--- src/design/psu_pkg.sv ---
// Shared types, constants and helpers for the packed symbol table unpacker.
// No dependencies; every other design file imports this package.
`default_nettype none

package psu_pkg;

  // Fixed field and register widths.
  localparam int WORD_BITS   = 32;
  localparam int SYM_BITS_W  = 3;
  localparam int TOTAL_W     = 24;
  localparam int CODE_W      = 8;
  localparam int IDX_W       = 7;   // widest index, b = 7
  localparam int COUNT_W     = 6;   // holds 0 .. WORD_BITS
  localparam int CFG_ADDR_W  = 3;
  localparam int CFG_DATA_W  = 64;
  localparam int TBL_SEL_W   = 2;   // which of the four table words
  localparam int CODES_PER_WORD = CFG_DATA_W / CODE_W;

  // Register indexes of the configuration port.
  localparam logic [CFG_ADDR_W-1:0] CFG_SYMBOL_BITS  = 3'd0;
  localparam logic [CFG_ADDR_W-1:0] CFG_SYMBOL_TOTAL = 3'd1;
  localparam logic [CFG_ADDR_W-1:0] CFG_TABLE_A      = 3'd2;
  localparam logic [CFG_ADDR_W-1:0] CFG_TABLE_B      = 3'd3;
  localparam logic [CFG_ADDR_W-1:0] CFG_TABLE_C      = 3'd4;
  localparam logic [CFG_ADDR_W-1:0] CFG_TABLE_D      = 3'd5;

  // Write request into the code table.
  typedef struct packed {
    logic                  en;
    logic [TBL_SEL_W-1:0]  sel;
    logic [CFG_DATA_W-1:0] data;
  } tbl_wr_t;

  // Number of indices that fit in one word for a given index width.
  // Zero bits stands for a single-symbol alphabet: one symbol per word bit.
  function automatic logic [COUNT_W-1:0] per_word(input logic [SYM_BITS_W-1:0] b);
    logic [COUNT_W-1:0] n;
    unique case (b)
      3'd0:    n = 6'd32;
      3'd1:    n = 6'd32;
      3'd2:    n = 6'd16;
      3'd3:    n = 6'd10;
      3'd4:    n = 6'd8;
      3'd5:    n = 6'd6;
      3'd6:    n = 6'd5;
      default: n = 6'd4;
    endcase
    return n;
  endfunction

endpackage

`default_nettype wire

--- src/design/packed_symbol_table_unpack.sv ---
// Top level of the packed symbol table unpacker: stream ports, configuration
// registers and the digit-serial index shifter. Depends on psu_pkg and psu_code_table.
`default_nettype none

// Each 32-bit input word carries up to floor(32 / b) indices of b bits, the
// first in the lowest bits. The block takes k of them, where k is that maximum
// or the number of symbols still owed, whichever is smaller, and sends them
// highest-of-the-k first, each mapped through the code table, one symbol per
// cycle while the output is not stalled. A word is taken only once the
// previous word's symbols have all been moved into the output register. The
// index shift register moves one index of b bits toward its top for each
// symbol sent. Once symbol_total symbols have gone out, further words are
// taken and dropped; writing symbol_total restarts the count. With b = 0 the
// word's bits are ignored and table entry 0 is sent for each slot.
// Configuration writes take effect at once and are meant for idle periods.
module packed_symbol_table_unpack #(
  parameter int TABLE_ENTRIES = 32
) (
  input  wire                               clk,
  input  wire                               rst,
  // Input word stream.
  input  wire                               s_axis_tvalid,
  output logic                              s_axis_tready,
  input  wire  [31:0]                       s_axis_tdata,   // [31:0] packed_word
  // Decoded symbol stream.
  output logic                              m_axis_tvalid,
  input  wire                               m_axis_tready,
  output logic [31:0]                       m_axis_tdata,   // [7:0] symbol_code,
                                                            // [31:8] symbol_number
  output logic                              m_axis_tlast,   // last_of_word
  output logic                              m_axis_tuser,   // all_done
  // Configuration writes.
  input  wire                               cfg_wr_en,
  input  wire  [psu_pkg::CFG_ADDR_W-1:0]    cfg_addr,
  input  wire  [psu_pkg::CFG_DATA_W-1:0]    cfg_wdata
);
  import psu_pkg::*;

  // Configuration and running counters.
  logic [SYM_BITS_W-1:0] symbol_bits;
  logic [TOTAL_W-1:0]    symbol_total;
  logic [TOTAL_W-1:0]    emitted_count;
  logic [TOTAL_W-1:0]    owed;          // symbol_total - emitted_count, kept as a register

  // Per-word working state.
  logic [WORD_BITS-1:0]  index_sr;      // next index to send sits in the top b bits
  logic [SYM_BITS_W-1:0] cur_bits;
  logic [COUNT_W-1:0]    left;          // symbols of this word still to send

  // Output register.
  logic [CODE_W-1:0]     out_code;
  logic [TOTAL_W-1:0]    out_number;
  logic                  out_last;
  logic                  out_done;

  logic                  in_xfer;
  logic                  advance;
  logic [COUNT_W-1:0]    word_slots;
  logic [COUNT_W-1:0]    word_k;
  logic [COUNT_W-1:0]    used_bits;
  logic [COUNT_W-1:0]    align_shift;
  logic [IDX_W-1:0]      top_bits;
  logic [IDX_W-1:0]      cur_index;
  logic [CODE_W-1:0]     cur_code;
  tbl_wr_t               tbl_wr;

  // A new word is taken only when the shifter is empty; the output register
  // keeps the last symbol of the previous word meanwhile.
  assign s_axis_tready = (left == '0);
  assign in_xfer       = s_axis_tvalid && s_axis_tready;
  assign advance       = (left != '0) && (!m_axis_tvalid || m_axis_tready);

  // Count for the incoming word, then shift it left so that the highest of
  // its k indices lands in the top bits of the shift register.
  always_comb begin
    word_slots  = per_word(symbol_bits);
    word_k      = (owed < TOTAL_W'(word_slots)) ? owed[COUNT_W-1:0] : word_slots;
    used_bits   = COUNT_W'(word_k * symbol_bits);
    align_shift = COUNT_W'(WORD_BITS) - used_bits;
  end

  // Current index: the top cur_bits bits of the shift register.
  always_comb begin
    top_bits = index_sr[WORD_BITS-1 -: IDX_W];
    if (cur_bits == '0) begin
      cur_index = '0;
    end else begin
      cur_index = top_bits >> (SYM_BITS_W'(IDX_W) - cur_bits);
    end
  end

  // Table words go straight to the code table.
  always_comb begin
    tbl_wr.en   = 1'b0;
    tbl_wr.sel  = '0;
    tbl_wr.data = cfg_wdata;
    unique case (cfg_addr)
      CFG_TABLE_A: begin
        tbl_wr.en  = cfg_wr_en;
        tbl_wr.sel = 2'd0;
      end
      CFG_TABLE_B: begin
        tbl_wr.en  = cfg_wr_en;
        tbl_wr.sel = 2'd1;
      end
      CFG_TABLE_C: begin
        tbl_wr.en  = cfg_wr_en;
        tbl_wr.sel = 2'd2;
      end
      CFG_TABLE_D: begin
        tbl_wr.en  = cfg_wr_en;
        tbl_wr.sel = 2'd3;
      end
      default: begin
        tbl_wr.en = 1'b0;
      end
    endcase
  end

  psu_code_table #(
    .TABLE_ENTRIES(TABLE_ENTRIES)
  ) u_code_table (
    .clk      (clk),
    .rst      (rst),
    .tbl_wr   (tbl_wr),
    .rd_index (cur_index),
    .rd_code  (cur_code)
  );

  // Control state: counters, configuration and the word counter.
  always_ff @(posedge clk) begin
    if (rst) begin
      symbol_bits   <= SYM_BITS_W'(1);
      symbol_total  <= '0;
      emitted_count <= '0;
      owed          <= '0;
      left          <= '0;
      m_axis_tvalid <= 1'b0;
    end else begin
      if (advance) begin
        m_axis_tvalid <= 1'b1;
      end else if (m_axis_tready) begin
        m_axis_tvalid <= 1'b0;
      end

      if (advance) begin
        emitted_count <= emitted_count + TOTAL_W'(1);
        owed          <= owed - TOTAL_W'(1);
        left          <= left - COUNT_W'(1);
      end else if (in_xfer && owed != '0) begin
        left <= word_k;
      end

      // Writes are to arrive only while the block is idle; the block does not enforce it.
      if (cfg_wr_en) begin
        unique case (cfg_addr)
          CFG_SYMBOL_BITS: begin
            symbol_bits <= cfg_wdata[SYM_BITS_W-1:0];
          end
          CFG_SYMBOL_TOTAL: begin
            symbol_total  <= cfg_wdata[TOTAL_W-1:0];
            owed          <= cfg_wdata[TOTAL_W-1:0];
            emitted_count <= '0;
          end
          default: begin
          end
        endcase
      end
    end
  end

  // Payload: shift register and output register.
  always_ff @(posedge clk) begin
    if (in_xfer) begin
      index_sr <= s_axis_tdata << align_shift;
      cur_bits <= symbol_bits;
    end else if (advance) begin
      index_sr <= index_sr << cur_bits;
    end
    if (advance) begin
      out_code   <= cur_code;
      out_number <= emitted_count;
      out_last   <= (left == COUNT_W'(1));
      out_done   <= (owed == TOTAL_W'(1));
    end
  end

  assign m_axis_tdata = {out_number, out_code};
  assign m_axis_tlast = out_last;
  assign m_axis_tuser = out_done;

`ifndef ASSERT_OFF
  // The owed counter always mirrors the total less what has gone out.
  a_owed_tracks: assert property (@(posedge clk) disable iff (rst)
    emitted_count + owed == symbol_total)
    else $error("owed count out of step with emitted count");

  // The symbol that completes the total is always the last one of its word.
  a_done_is_last: assert property (@(posedge clk) disable iff (rst)
    m_axis_tvalid && m_axis_tuser |-> m_axis_tlast)
    else $error("all_done on a symbol that is not last of its word");

  // A word taken while symbols are owed starts the shifter.
  a_word_starts: assert property (@(posedge clk) disable iff (rst)
    in_xfer && owed != '0 && !cfg_wr_en |=> left != '0)
    else $error("accepted word produced no symbols");

  // The shifter never holds more symbols than a word can carry.
  a_left_bound: assert property (@(posedge clk) disable iff (rst)
    left <= COUNT_W'(WORD_BITS))
    else $error("symbol counter beyond word capacity");
`endif

endmodule

`default_nettype wire

--- src/design/psu_code_table.sv ---
// Symbol code table: TABLE_ENTRIES codes of eight bits, written a table word
// at a time, read at one index per cycle. Depends on psu_pkg.
`default_nettype none

module psu_code_table #(
  parameter int TABLE_ENTRIES = 32
) (
  input  wire                          clk,
  input  wire                          rst,
  input  psu_pkg::tbl_wr_t             tbl_wr,
  input  wire  [psu_pkg::IDX_W-1:0]    rd_index,
  output logic [psu_pkg::CODE_W-1:0]   rd_code
);
  import psu_pkg::*;

  localparam int ENT_W = (TABLE_ENTRIES > 1) ? $clog2(TABLE_ENTRIES) : 1;

  logic [CODE_W-1:0] code_q [TABLE_ENTRIES];

  for (genvar e = 0; e < TABLE_ENTRIES; e++) begin : g_entry
    localparam int WORD_SEL = e / CODES_PER_WORD;
    localparam int LANE     = e % CODES_PER_WORD;
    always_ff @(posedge clk) begin
      if (rst) begin
        code_q[e] <= '0;
      end else if (tbl_wr.en && tbl_wr.sel == TBL_SEL_W'(WORD_SEL)) begin
        code_q[e] <= tbl_wr.data[LANE*CODE_W +: CODE_W];
      end
    end
  end

  // Indices past the end of the table decode to code zero.
  always_comb begin
    if (32'(rd_index) < TABLE_ENTRIES) begin
      rd_code = code_q[rd_index[ENT_W-1:0]];
    end else begin
      rd_code = '0;
    end
  end

endmodule

`default_nettype wire
--- config.mk ---
export PLATFORM = sky130hd
export DESIGN_NAME = packed_symbol_table_unpack
export DESIGN_NICKNAME = d
export VERILOG_FILES = /design/src/design/psu_pkg.sv /design/src/design/packed_symbol_table_unpack.sv /design/src/design/psu_code_table.sv
export SDC_FILE = /design/constraint.sdc
export NUM_CORES = 1
export LEC_CHECK = 0
export BUFFER_PORTS_ARGS = -buffer_cell sky130_fd_sc_hd__buf_2
export CAP_MARGIN = 20
export CORE_MARGIN = 2
export CORE_UTILIZATION = 30
export CTS_CLUSTER_SIZE = 12
export DETAILED_ROUTE_END_ITERATION = 8
export GPL_TIMING_DRIVEN = 0
export MAX_ROUTING_LAYER = met4
export SYNTH_ARGS = -nofsm -noshare
export SYNTH_HDL_FRONTEND = slang
export SYNTH_SLANG_ARGS = --single-unit
--- constraint.sdc ---
create_clock -name clk -period 7.5 [get_ports clk]
set_input_delay 0.75 -clock clk [delete_from_list [all_inputs] [get_ports clk]]
set_output_delay 0.75 -clock clk [all_outputs]
set_load 0.02 [all_outputs]
==> qor.txt, run 1 <==
Final setup viols -> 0
share of the synthesized area in the top cell type -> 0.481
kind of critical path -> register to register
DR iter-0 viols -> 1,471
Design Area, Final -> 0.0235 sq mm
chip height -> 264 microns
critical path's top delay family -> compound AO/OA/AOI/OAI gates
clock buffer depth -> 3
hold_sp -> emitted_count[11]
total track usage -> 0.186
initial antenna violation count -> 11
worst path bufs/invs -> 1
post_cts resized -> 0
synthesized area per cell -> 10.6 sq um
core area -> 0.0670 sq mm
leakage -> 8.78 nW
Final Hold Slack -> 0.481 ns
Slowest cell on crit path -> xnor2_1
first-pass GRT wire length -> 97,000 microns
CP Launch Type -> register
RSZ-0062 raised after global routing -> no
Crit. End Element -> register
TritonCTS buffer count -> 42
final core occ -> 0.350
drt via density -> 5.32
post-synthesis adder-cell area fraction -> 0.0150
CP most frequent cell -> ha_1
max incr delay on CP -> 0.69 ns
CP cell instances -> clkbuf_1 > mux2i_1 > ha_1 > nor4_1 > a2111oi_2 > a211oi_1 > o21ai_0 > nand2_1 > fa_1 > ha_1 > ha_1 > xnor2_1 > nor2_1 > a22oi_1 > a21boi_0 > o221ai_1
DRT Pass-1 Iters -> 6
worst reg2reg path depth -> 16
Slew Viols, Final -> 0
sequential-to-total area share from yosys stat -> 0.538
worst path required time -> 7.78 ns
skew final -> 0.0288 ns
final hold vios -> 0
mux cell area share after synthesis -> 0.0746
measured slew at the worst slew-check pin -> 0.978 ns
Post-synth EDFFs -> 325
WP data arrival -> 6.86 ns
setup bufs post-CTS -> 0
clk slew on worst S/H paths -> 0.06 ns
via count -> 16,000
synthesis-to-finish area growth -> 15.7%
Synth Area in Simple Gates -> 0.224
complex-gate fraction of the synthesized area -> 0.0978
Worst Path Max Fanout -> 10
reg2reg end -> index_sr[27]
CTS root buffer -> clkbuf_16
layout cells sized above 1 -> 0.129
min Tclk post-route -> 6.57 ns
total global routing overflow -> 0
placed inst area -> 0.0222 sq mm
reg-to-reg critical path startpoint -> symbol_bits[0]
HP Class -> register to register
total power -> 10.1 mW
GP Congestion -> 0.951
XOR/XNOR Fraction of Synth Area -> 0.0223
Finished Layout Cells -> 3,014
top area cells in the synthesized netlist -> edfxtp_1, and2_1, nand2_1
worst relative slew slack -> 0.348
Mapped Area -> 0.0203 sq mm
average wire per standard cell -> 21.4 microns
async set-reset flop share out of synthesis -> 0
initial core utilization -> 0.303
Seq cells post-synth -> 383
Pwr Density -> 430 mW/mm^2
Yosys warnings -> 0
vias in the first global route -> 15,400
worst IR drop on VDD -> 252 uV
DP Wirelength -> 47,800 microns
IO Pins -> 140
Port-buffer cells -> 138
f_max -> 152 MHz
Worst Hold End -> out_number[11]
area leader, netlist -> edfxtp_1
CTS tree -> done
die width -> 264 microns
Tcrit/Tclk final -> 0.876
row count -> 95
Max H-tree Level -> 2
post-synth net total -> 2,036
outcome -> completed
Post-CTS Hold Buffers -> 0
WL final -> 64,400 microns
hold path cells -> 0
Post-DRT Antenna Nets -> 0
unique cell type count in the Yosys netlist -> 68
# DRC -> 0
DP Worst Slack -> 0.963 ns
largest family of logic cells by synthesized area -> simple AND/OR/NAND/NOR gates
placed instance count -> 2,926
Worst Slack Setup Final -> 0.926 ns
MaxCap Viol Count -> 0
die footprint -> 0.0697 sq mm
largest net degree at the start of global routing -> 65
Final nets -> 2,224
Gate Count Post-Synth -> 1,910
reg2reg setup slack -> 0.93 ns
total clock sinks -> 383
Setup Total Neg Slack -> 0 ns
Clk Latency, worst-skew pair -> 0.59 ns
main flop type after synthesis -> edfxtp_1
-- where the power goes --
group	leakage [nW]	total [mW]	internal, mW	switching [mW]
clock network	0.608	1.95	1.09	0.861
logic	4.50	5.11	1.77	3.34
registers	3.67	3.05	2.82	0.237
total	8.78	10.1	5.68	4.43
-- kinds of logic after synthesis --
family,Yosys count
buffers and inverters,150
and+or+nand+nor,920
muxes,103
adders and majority gates,22
AOI/OAI and AO/OA,282
xor gates and xnor gates,50
DFF,383
-- state kept, by name, summed over array words and instances (netlist names) --
| register | flops |
|---|---|
| out_number | 24 |
| left | 6 |
| symbol_bits | 3 |
| emitted_count | 24 |
| u_code_table.code_q | 256 |
| owed | 24 |
| m_axis_tuser | 1 |
| out_code | 8 |
| m_axis_tvalid | 1 |
| m_axis_tlast | 1 |
| cur_bits | 3 |
| index_sr | 32 |
-- worst max-delay path by stage --
stage | depth (start not counted) | slack, ns | startpoint | end
3_5_place_dp | 17 | 0.96 | symbol_bits[0] | index_sr[27]
2_1_floorplan | 19 | 2.15 | symbol_bits[0] | index_sr[19]
3_3_place_gp | 17 | 0.86 | symbol_bits[1] | index_sr[27]
5_1_grt | 19 | 0.46 | symbol_bits[1] | index_sr[24]
6_report | 16 | 0.93 | symbol_bits[0] | index_sr[27]
4_1_cts | 17 | 0.96 | symbol_bits[0] | index_sr[27]
-- cell usage after synthesis, types with 4 or more instances --
| master | instances |
|---|---|
| o21ai_0 | 73 |
| nand3_1 | 19 |
| ha_1 | 18 |
| or3_1 | 8 |
| nor2_1 | 114 |
| fa_1 | 4 |
| a31oi_1 | 9 |
| and2_1 | 270 |
| nand4_1 | 10 |
| xnor2_1 | 24 |
| xor2_1 | 25 |
| mux2_2 | 23 |
| clkbuf_1 | 113 |
| nand2b_1 | 8 |
| mux4_2 | 35 |
| edfxtp_1 | 325 |
| nor2b_1 | 13 |
| nor4_1 | 9 |
| a21oi_1 | 37 |
| buf_2 | 4 |
| a311oi_1 | 66 |
| a32o_1 | 5 |
| o22ai_1 | 7 |
| nor3_1 | 14 |
| a211oi_1 | 27 |
| and3_1 | 71 |
| dfxtp_1 | 58 |
| nand2_1 | 369 |
| mux2i_1 | 44 |
| buf_1 | 8 |
| a22oi_1 | 9 |
| o21a_1 | 4 |
| inv_1 | 21 |
| a22o_1 | 7 |
| o211ai_1 | 5 |
-- per-layer routing --
layer,share of wire,global-route usage,up-vias
met1,0.44,0.251,7952
met5,0,-,-
met3,0.076,0.0320,135
met2,0.45,0.284,681
met4,0.035,0.0665,0
li1,-,-,7268
-- final cells by class --
cell class                      count  area (sq um)
Antenna cell                       13          32.5
Buffer                            127           494
Clock buffer                       52          1120
Clock inverter                     22           136
Fill cell                        6771         43600
Inverter                           23          86.3
Multi-Input combinational cell   1377          8840
Sequential cell                   383         10900
Tap cell                          873          1090
Timing Repair Buffer              144           769
-- layout by cell type (no fill, tap or decap), types with 27 or more instances in the layout --
cell / count
nand2_1: 369
edfxtp_1: 325
and2_1: 270
buf_2: 144
clkbuf_1: 121
nor2_1: 114
o21ai_0: 73
and3_1: 71
a311oi_1: 66
dfxtp_1: 58
mux2i_1: 44
clkbuf_16: 43
a21oi_1: 37
mux4_2: 35
a211oi_1: 27
Note: power is estimated with default switching activity, not from simulation.
==> run 2: changes to the inputs <==
--- a/config.mk
+++ b/config.mk
@@ -15,4 +15,5 @@
 export MAX_ROUTING_LAYER = met4
 export SYNTH_ARGS = -nofsm -noshare
 export SYNTH_HDL_FRONTEND = slang
+export SYNTH_HIERARCHICAL = 1
 export SYNTH_SLANG_ARGS = --single-unit
==> run 2 against run 1 <==
Effect of this change: worst hold slack worse by 0.020 ns; via count is 9.6% lower; flip-flop and latch count stayed put; critical endpoint is now index_sr[29].
==> qor.txt, run 2 <==
total track usage -> 0.184 (was 0.186)
post-synth net total -> 1,724 (was 2,036)
row count -> 95 (unchanged)
synthesized area per cell -> 12.7 sq um (was 10.6 sq um)
via count -> 14,500 (was 16,000)
GP Congestion -> 0.906 (was 0.951)
average wire per standard cell -> 23.5 microns (was 21.4 microns)
post_cts resized -> 0 (unchanged)
Worst Path Max Fanout -> 10 (unchanged)
# DRC -> 0 (unchanged)
outcome -> completed (unchanged)
unique cell type count in the Yosys netlist -> 72 (was 68)
worst relative slew slack -> 0.251 (was 0.348)
skew final -> 0.0307 ns (was 0.0288 ns)
die width -> 264 microns (about the same)
top area cells in the synthesized netlist -> edfxtp_1, and2_1, mux4_2 (was edfxtp_1, and2_1, nand2_1)
Post-CTS Hold Buffers -> 0 (unchanged)
Tcrit/Tclk final -> 0.862 (was 0.876)
initial core utilization -> 0.302 (was 0.303)
sequential-to-total area share from yosys stat -> 0.539 (was 0.538)
clk slew on worst S/H paths -> 0.06 ns (about the same)
biggest regs -> u_code_table/code_q: 256 flops, index_sr: 32 flops (was u_code_table.code_q: 256 flops, index_sr: 32 flops)
commonest non-fill, non-tap cell in the layout -> edfxtp_1 (was nand2_1)
hold_sp -> emitted_count[23] (was emitted_count[11])
chip height -> 264 microns (about the same)
DRT Pass-1 Iters -> 5 (was 6)
Final setup viols -> 0 (unchanged)
Post-DRT Antenna Nets -> 0 (unchanged)
f_max -> 155 MHz (was 152 MHz)
largest net degree at the start of global routing -> 65 (unchanged)
Port-buffer cells -> 139 (was 138)
die footprint -> 0.0696 sq mm (was 0.0697 sq mm)
TritonCTS buffer count -> 43 (was 42)
Max H-tree Level -> 2 (unchanged)
WL final -> 63,200 microns (was 64,400 microns)
Gate Count Post-Synth -> 1,598 (was 1,910)
DP Worst Slack -> 1.05 ns (was 0.963 ns)
Mapped Area -> 0.0202 sq mm (was 0.0203 sq mm)
min Tclk post-route -> 6.46 ns (was 6.57 ns)
reg-to-reg critical path startpoint -> symbol_bits[1] (was symbol_bits[0])
reg2reg end -> index_sr[29] (was index_sr[27])
total power -> 9.73 mW (was 10.1 mW)
commonest cells in the netlist -> edfxtp_1, and2_1, nand2_1, nor2_1, mux4_2 (was nand2_1, edfxtp_1, and2_1)
hold path cells -> 0 (unchanged)
Seq cells post-synth -> 383 (unchanged)
drt via density -> 5.38 (was 5.32)
WP data arrival -> 6.75 ns (was 6.86 ns)
Worst Hold End -> out_number[23] (was out_number[11])
Crit. End Element -> register (unchanged)
area leader, netlist -> edfxtp_1 (unchanged)
first-pass GRT wire length -> 93,500 microns (was 97,000 microns)
commonest non-fill, non-tap cells in the layout -> edfxtp_1, and2_1, buf_2 (was nand2_1, edfxtp_1, and2_1)
initial antenna violation count -> 9 (was 11)
count leader, synth -> edfxtp_1 (was nand2_1)
synthesis-to-finish area growth -> 16.3% (was 15.7%)
DR iter-0 viols -> 1,458 (was 1,471)
Clk Latency, worst-skew pair -> 0.60 ns (was 0.59 ns)
main flop type after synthesis -> edfxtp_1 (unchanged)
RSZ-0062 raised after global routing -> no (unchanged)
async set-reset flop share out of synthesis -> 0 (unchanged)
Yosys warnings -> 6 (was 0)
final hold vios -> 0 (unchanged)
Worst Slack Setup Final -> 1.04 ns (was 0.926 ns)
Post-synth EDFFs -> 325 (unchanged)
reg2reg setup slack -> 1.04 ns (was 0.93 ns)
clock buffer depth -> 3 (unchanged)
HP Class -> register to register (unchanged)
CTS tree -> done (unchanged)
share of the synthesized area in the top cell type -> 0.482 (was 0.481)
Final nets -> 1,912 (was 2,224)
total global routing overflow -> 0 (unchanged)
Largest register FFs -> 256 (unchanged)
leakage -> 8.54 nW (was 8.78 nW)
kind of critical path -> register to register (unchanged)
setup bufs post-CTS -> 0 (unchanged)
measured slew at the worst slew-check pin -> 1.12 ns (was 0.978 ns)
DP Wirelength -> 44,100 microns (was 47,800 microns)
Setup Total Neg Slack -> 0 ns (unchanged)
worst IR drop on VDD -> 240 uV (was 252 uV)
layout cells sized above 1 -> 0.187 (was 0.129)
worst reg2reg path depth -> 17 (was 16)
Pwr Density -> 413 mW/mm^2 (was 430 mW/mm^2)
CP Launch Type -> register (unchanged)
CTS root buffer -> clkbuf_16 (unchanged)
core area -> 0.0670 sq mm (unchanged)
worst path required time -> 7.78 ns (about the same)
total clock sinks -> 383 (unchanged)
IO Pins -> 140 (unchanged)
Largest Register -> u_code_table/code_q (was u_code_table.code_q)
fill count -> 6,630 (was 6,771)
vias in the first global route -> 14,400 (was 15,400)
MaxCap Viol Count -> 0 (unchanged)
Slew Viols, Final -> 0 (unchanged)
-- run 2: worst max-delay path, cell delays in order, from the launching register on --
cell and delay [ns]:
dfxtp_1 0.42, clkbuf_1 0.37, or3b_2 0.50, ha_1 0.29, o211ai_1 0.12, a211oi_4 0.40
a211oi_2 0.16, buf_2 0.22, o21ai_0 0.43, nand2_1 0.14, fa_1 0.48, ha_1 0.31
ha_1 0.36, xor2_1 0.72, nor2_1 0.39, a22o_1 0.29, a221oi_1 0.33, o221ai_1 0.22
-- run 2: stage by stage --
step	cells	area, sq um	hold slack, ns	utilization
2_1_floorplan	1598	20200	0.428	-
3_3_place_gp	2610	22000	0.444	0.329
3_5_place_dp	2614	22200	0.455	0.330
4_1_cts	2692	23500	0.467	0.351
5_1_grt	2692	23500	0.469	0.351
6_report	2693	23500	0.461	0.351
-- run 2: cell families (layout without fill, tap and decap cells) --
family / after synthesis / in the layout / share of synthesized area
compound gates: 227 / 227 / 0.0794
xor+xnor: 51 / 51 / 0.0224
fa+ha+maj: 22 / 22 / 0.0151
buf+inv: 126 / 347 / 0.0287
flops: 383 / 383 / 0.539
mux: 178 / 178 / 0.152
other cells: 0 / 1 / 0
simple gates: 611 / 611 / 0.162
-- run 2: worst max-delay path by stage --
stage                   startpoint      endpoint  depth (start not counted)
finish              symbol_bits[1]  index_sr[29]                         17
global route        symbol_bits[1]  index_sr[29]                         20
CTS                 symbol_bits[1]  index_sr[29]                         17
detailed placement  symbol_bits[1]  index_sr[29]                         17
global placement    symbol_bits[1]  index_sr[29]                         17
floorplan           symbol_bits[1]  index_sr[28]                         20
-- run 2: final cells by class --
type	count	area, sq um	share of cell area
flip-flops and latches	383	10900	0.464
multi-input cells	1089	8780	0.373
clock buffers	59	1180	0.0500
well taps	873	1090	0.0464
repair buffers	143	782	0.0332
plain buffers	100	484	0.0206
clock inverters	19	213	0.00903
inverters	26	97.6	0.00414
diodes	1	2.50	0.000106
-- run 2: report_power, final --
part	total (mW)	leakage (nW)	switching (mW)	internal, mW
registers	3.02	3.66	0.203	2.82
logic	4.61	4.20	2.87	1.74
clock network	2.10	0.680	0.894	1.21
-- run 2: per-layer routing --
metal | up-vias | part of all wire | track usage
li1 | 6351 | - | -
met1 | 7348 | 0.42 | 0.239
met2 | 665 | 0.48 | 0.295
met3 | 132 | 0.075 | 0.0328
met4 | 0 | 0.032 | 0.0559
met5 | - | 0 | -
==> run 3: changes to the inputs <==
--- a/config.mk
+++ b/config.mk
@@ -5,7 +5,7 @@
 export SDC_FILE = /design/constraint.sdc
 export NUM_CORES = 1
 export LEC_CHECK = 0
-export BUFFER_PORTS_ARGS = -buffer_cell sky130_fd_sc_hd__buf_2
+export BUFFER_PORTS_ARGS = -buffer_cell sky130_fd_sc_hd__buf_4
 export CAP_MARGIN = 20
 export CORE_MARGIN = 2
 export CORE_UTILIZATION = 30
==> run 3 against run 2 <==
Effect of this change: total power is 0.29% lower; sequential share of layout area is 0.48 points lower; worst setup slack worse by 0.19 ns; flip-flop and latch count stayed put; register-to-register slack worse by 0.19 ns; global-route usage is 0.19 points higher; first-iteration DRC count is 4.9% lower; cell area is 1.0% higher; combinational power hardly changed; highest routed layer unchanged.
==> qor.txt, run 3 (synthesis gave the netlist of run 2 again) <==
IO Pins -> 140 (unchanged)
fill count -> 6,660 (was 6,630)
kind of critical path -> register to register (unchanged)
min Tclk post-route -> 6.66 ns (was 6.46 ns)
Final nets -> 1,911 (was 1,912)
MaxCap Viol Count -> 0 (unchanged)
max incr delay on CP -> 0.66 ns (was 0.72 ns)
CTS root buffer -> clkbuf_16 (unchanged)
die width -> 264 microns (unchanged)
switching share of power -> 0.408 (was 0.407)
largest net degree at the start of global routing -> 65 (unchanged)
clk slew on worst S/H paths -> 0.06 ns (about the same)
Slowest cell on crit path -> xor2_1 (unchanged)
via count -> 14,400 (was 14,500)
worst path bufs/invs -> 2 (unchanged)
initial antenna violation count -> 7 (was 9)
Setup Total Neg Slack -> 0 ns (unchanged)
vias in the first global route -> 14,400 (about the same)
CP cell instances -> clkbuf_1 > or3b_2 > ha_1 > a21oi_1 > nand4_2 > a211oi_2 > buf_2 > nor2_1 > a21oi_1 > nand2b_1 > fa_1 > ha_1 > ha_1 > xor2_1 > nor2_1 > a22o_1 > a221oi_1 > o221ai_1 (was clkbuf_1 > or3b_2 > ha_1 > o211ai_1 > a211oi_4 > a211oi_2 > buf_2 > o21ai_0 > nand2_1 > fa_1 > ha_1 > ha_1 > xor2_1 > nor2_1 > a22o_1 > a221oi_1 > o221ai_1)
CTS tree -> done (unchanged)
# DRC -> 0 (unchanged)
total global routing overflow -> 0 (unchanged)
initial core utilization -> 0.302 (unchanged)
total power -> 9.70 mW (was 9.73 mW)
commonest non-fill, non-tap cells in the layout -> edfxtp_1, and2_1, buf_4 (was edfxtp_1, and2_1, buf_2)
Largest register FFs -> 256 (unchanged)
register share of total power -> 0.312 (was 0.310)
Clk Latency, worst-skew pair -> 0.57 ns (was 0.60 ns)
setup bufs post-CTS -> 0 (unchanged)
CP Launch Type -> register (unchanged)
average wire per standard cell -> 23.8 microns (was 23.5 microns)
die footprint -> 0.0696 sq mm (unchanged)
drt via density -> 5.34 (was 5.38)
first-pass GRT wire length -> 93,600 microns (was 93,500 microns)
placed inst area -> 0.0225 sq mm (was 0.0222 sq mm)
Final Hold Slack -> 0.472 ns (was 0.461 ns)
row count -> 95 (unchanged)
reg2reg setup slack -> 0.84 ns (was 1.04 ns)
Largest Register -> u_code_table/code_q (unchanged)
area occupied by multi-input gates -> 0.00878 sq mm (unchanged)
hold_sp -> emitted_count[23] (unchanged)
NetSw -> 3.96 mW (about the same)
commonest non-fill, non-tap cell in the layout -> edfxtp_1 (unchanged)
synthesis-to-finish area growth -> 17.5% (was 16.3%)
critical path's top delay family -> compound AO/OA/AOI/OAI gates (unchanged)
Pwr Density -> 408 mW/mm^2 (was 413 mW/mm^2)
core area -> 0.0670 sq mm (unchanged)
Int Pwr -> 5.74 mW (was 5.77 mW)
outcome -> completed (unchanged)
biggest regs -> u_code_table/code_q: 256 flops, index_sr: 32 flops (unchanged)
DR iter-0 viols -> 1,387 (was 1,458)
Crit. End Element -> register (unchanged)
TritonCTS buffer count -> 43 (unchanged)
post_cts resized -> 0 (unchanged)
RSZ-0062 raised after global routing -> no (unchanged)
f_max -> 150 MHz (was 155 MHz)
worst relative slew slack -> 0.265 (was 0.251)
Design Area, Final -> 0.0238 sq mm (was 0.0235 sq mm)
Port-buffer cells -> 139 (unchanged)
chip height -> 264 microns (unchanged)
Max H-tree Level -> 2 (unchanged)
reg-to-reg critical path startpoint -> symbol_bits[1] (unchanged)
Post-DRT Antenna Nets -> 0 (unchanged)
worst IR drop on VDD -> 209 uV (was 240 uV)
Worst Path Max Fanout -> 10 (unchanged)
skew final -> 0.0236 ns (was 0.0307 ns)
DP Wirelength -> 44,800 microns (was 44,100 microns)
Tcrit/Tclk final -> 0.888 (was 0.862)
clock buffer depth -> 3 (unchanged)
WL final -> 64,000 microns (was 63,200 microns)
WP data arrival -> 6.94 ns (was 6.75 ns)
worst path required time -> 7.78 ns (about the same)
HP Class -> register to register (unchanged)
Post-CTS Hold Buffers -> 0 (unchanged)
crit path from -> symbol_bits[1] (unchanged)
Clock power frac -> 0.209 (was 0.216)
CP most frequent cell -> ha_1 (unchanged)
total track usage -> 0.186 (was 0.184)
measured slew at the worst slew-check pin -> 1.10 ns (was 1.12 ns)
layout cells sized above 1 -> 0.184 (was 0.187)
leakage -> 8.58 nW (was 8.54 nW)
Comb pwr share -> 0.478 (was 0.474)
Final setup viols -> 0 (unchanged)
GP Congestion -> 0.891 (was 0.906)
register area -> 0.0109 sq mm (unchanged)
final hold vios -> 0 (unchanged)
DRT Pass-1 Iters -> 5 (unchanged)
total clock sinks -> 383 (unchanged)
Slew Viols, Final -> 0 (unchanged)
-- run 3: worst paths after layout --
| path | endpoint | depth (start not counted) |
|---|---|---|
| max | index_sr[29] | 18 |
| min | out_number[23] | 0 |
| max reg2reg | index_sr[29] | 18 |
| min reg2reg | out_number[23] | 0 |
-- run 3: power groups by stage --
stage          registers (mW)  logic, mW  clock network, mW
6_report                 3.03       4.64               2.03
3_3_place_gp             3.08       4.52                  0
5_1_grt                  3.07       4.99               2.16
2_1_floorplan            3.13       3.00                  0
3_5_place_dp             3.07       4.59                  0
4_1_cts                  3.03       4.61               2.08
-- run 3: per-stage QoR --
stage	utilization	worst slack (ns)	instances
finish	0.355	0.843	2693
global route	0.355	0.462	2692
CTS	0.355	0.905	2689
detailed placement	0.335	0.941	2613
global placement	0.334	1.01	2610
floorplan	-	2.09	1598
-- run 3: metal layers --
layer	GRT usage	wire length (microns)
met4	0.0680	2200
met3	0.0375	5250
met2	0.297	30400
met5	-	0
met1	0.235	26200
-- run 3: cell type report --
type | instances | share of cell area
tap | 873 | 0.0459
clock buffer | 58 | 0.0484
sequential | 383 | 0.459
inverter | 26 | 0.00410
antenna | 4 | 0.000421
clock inverter | 18 | 0.00699
buffer | 100 | 0.0204
multi-input combinational | 1089 | 0.369
timing repair buffer | 142 | 0.0458
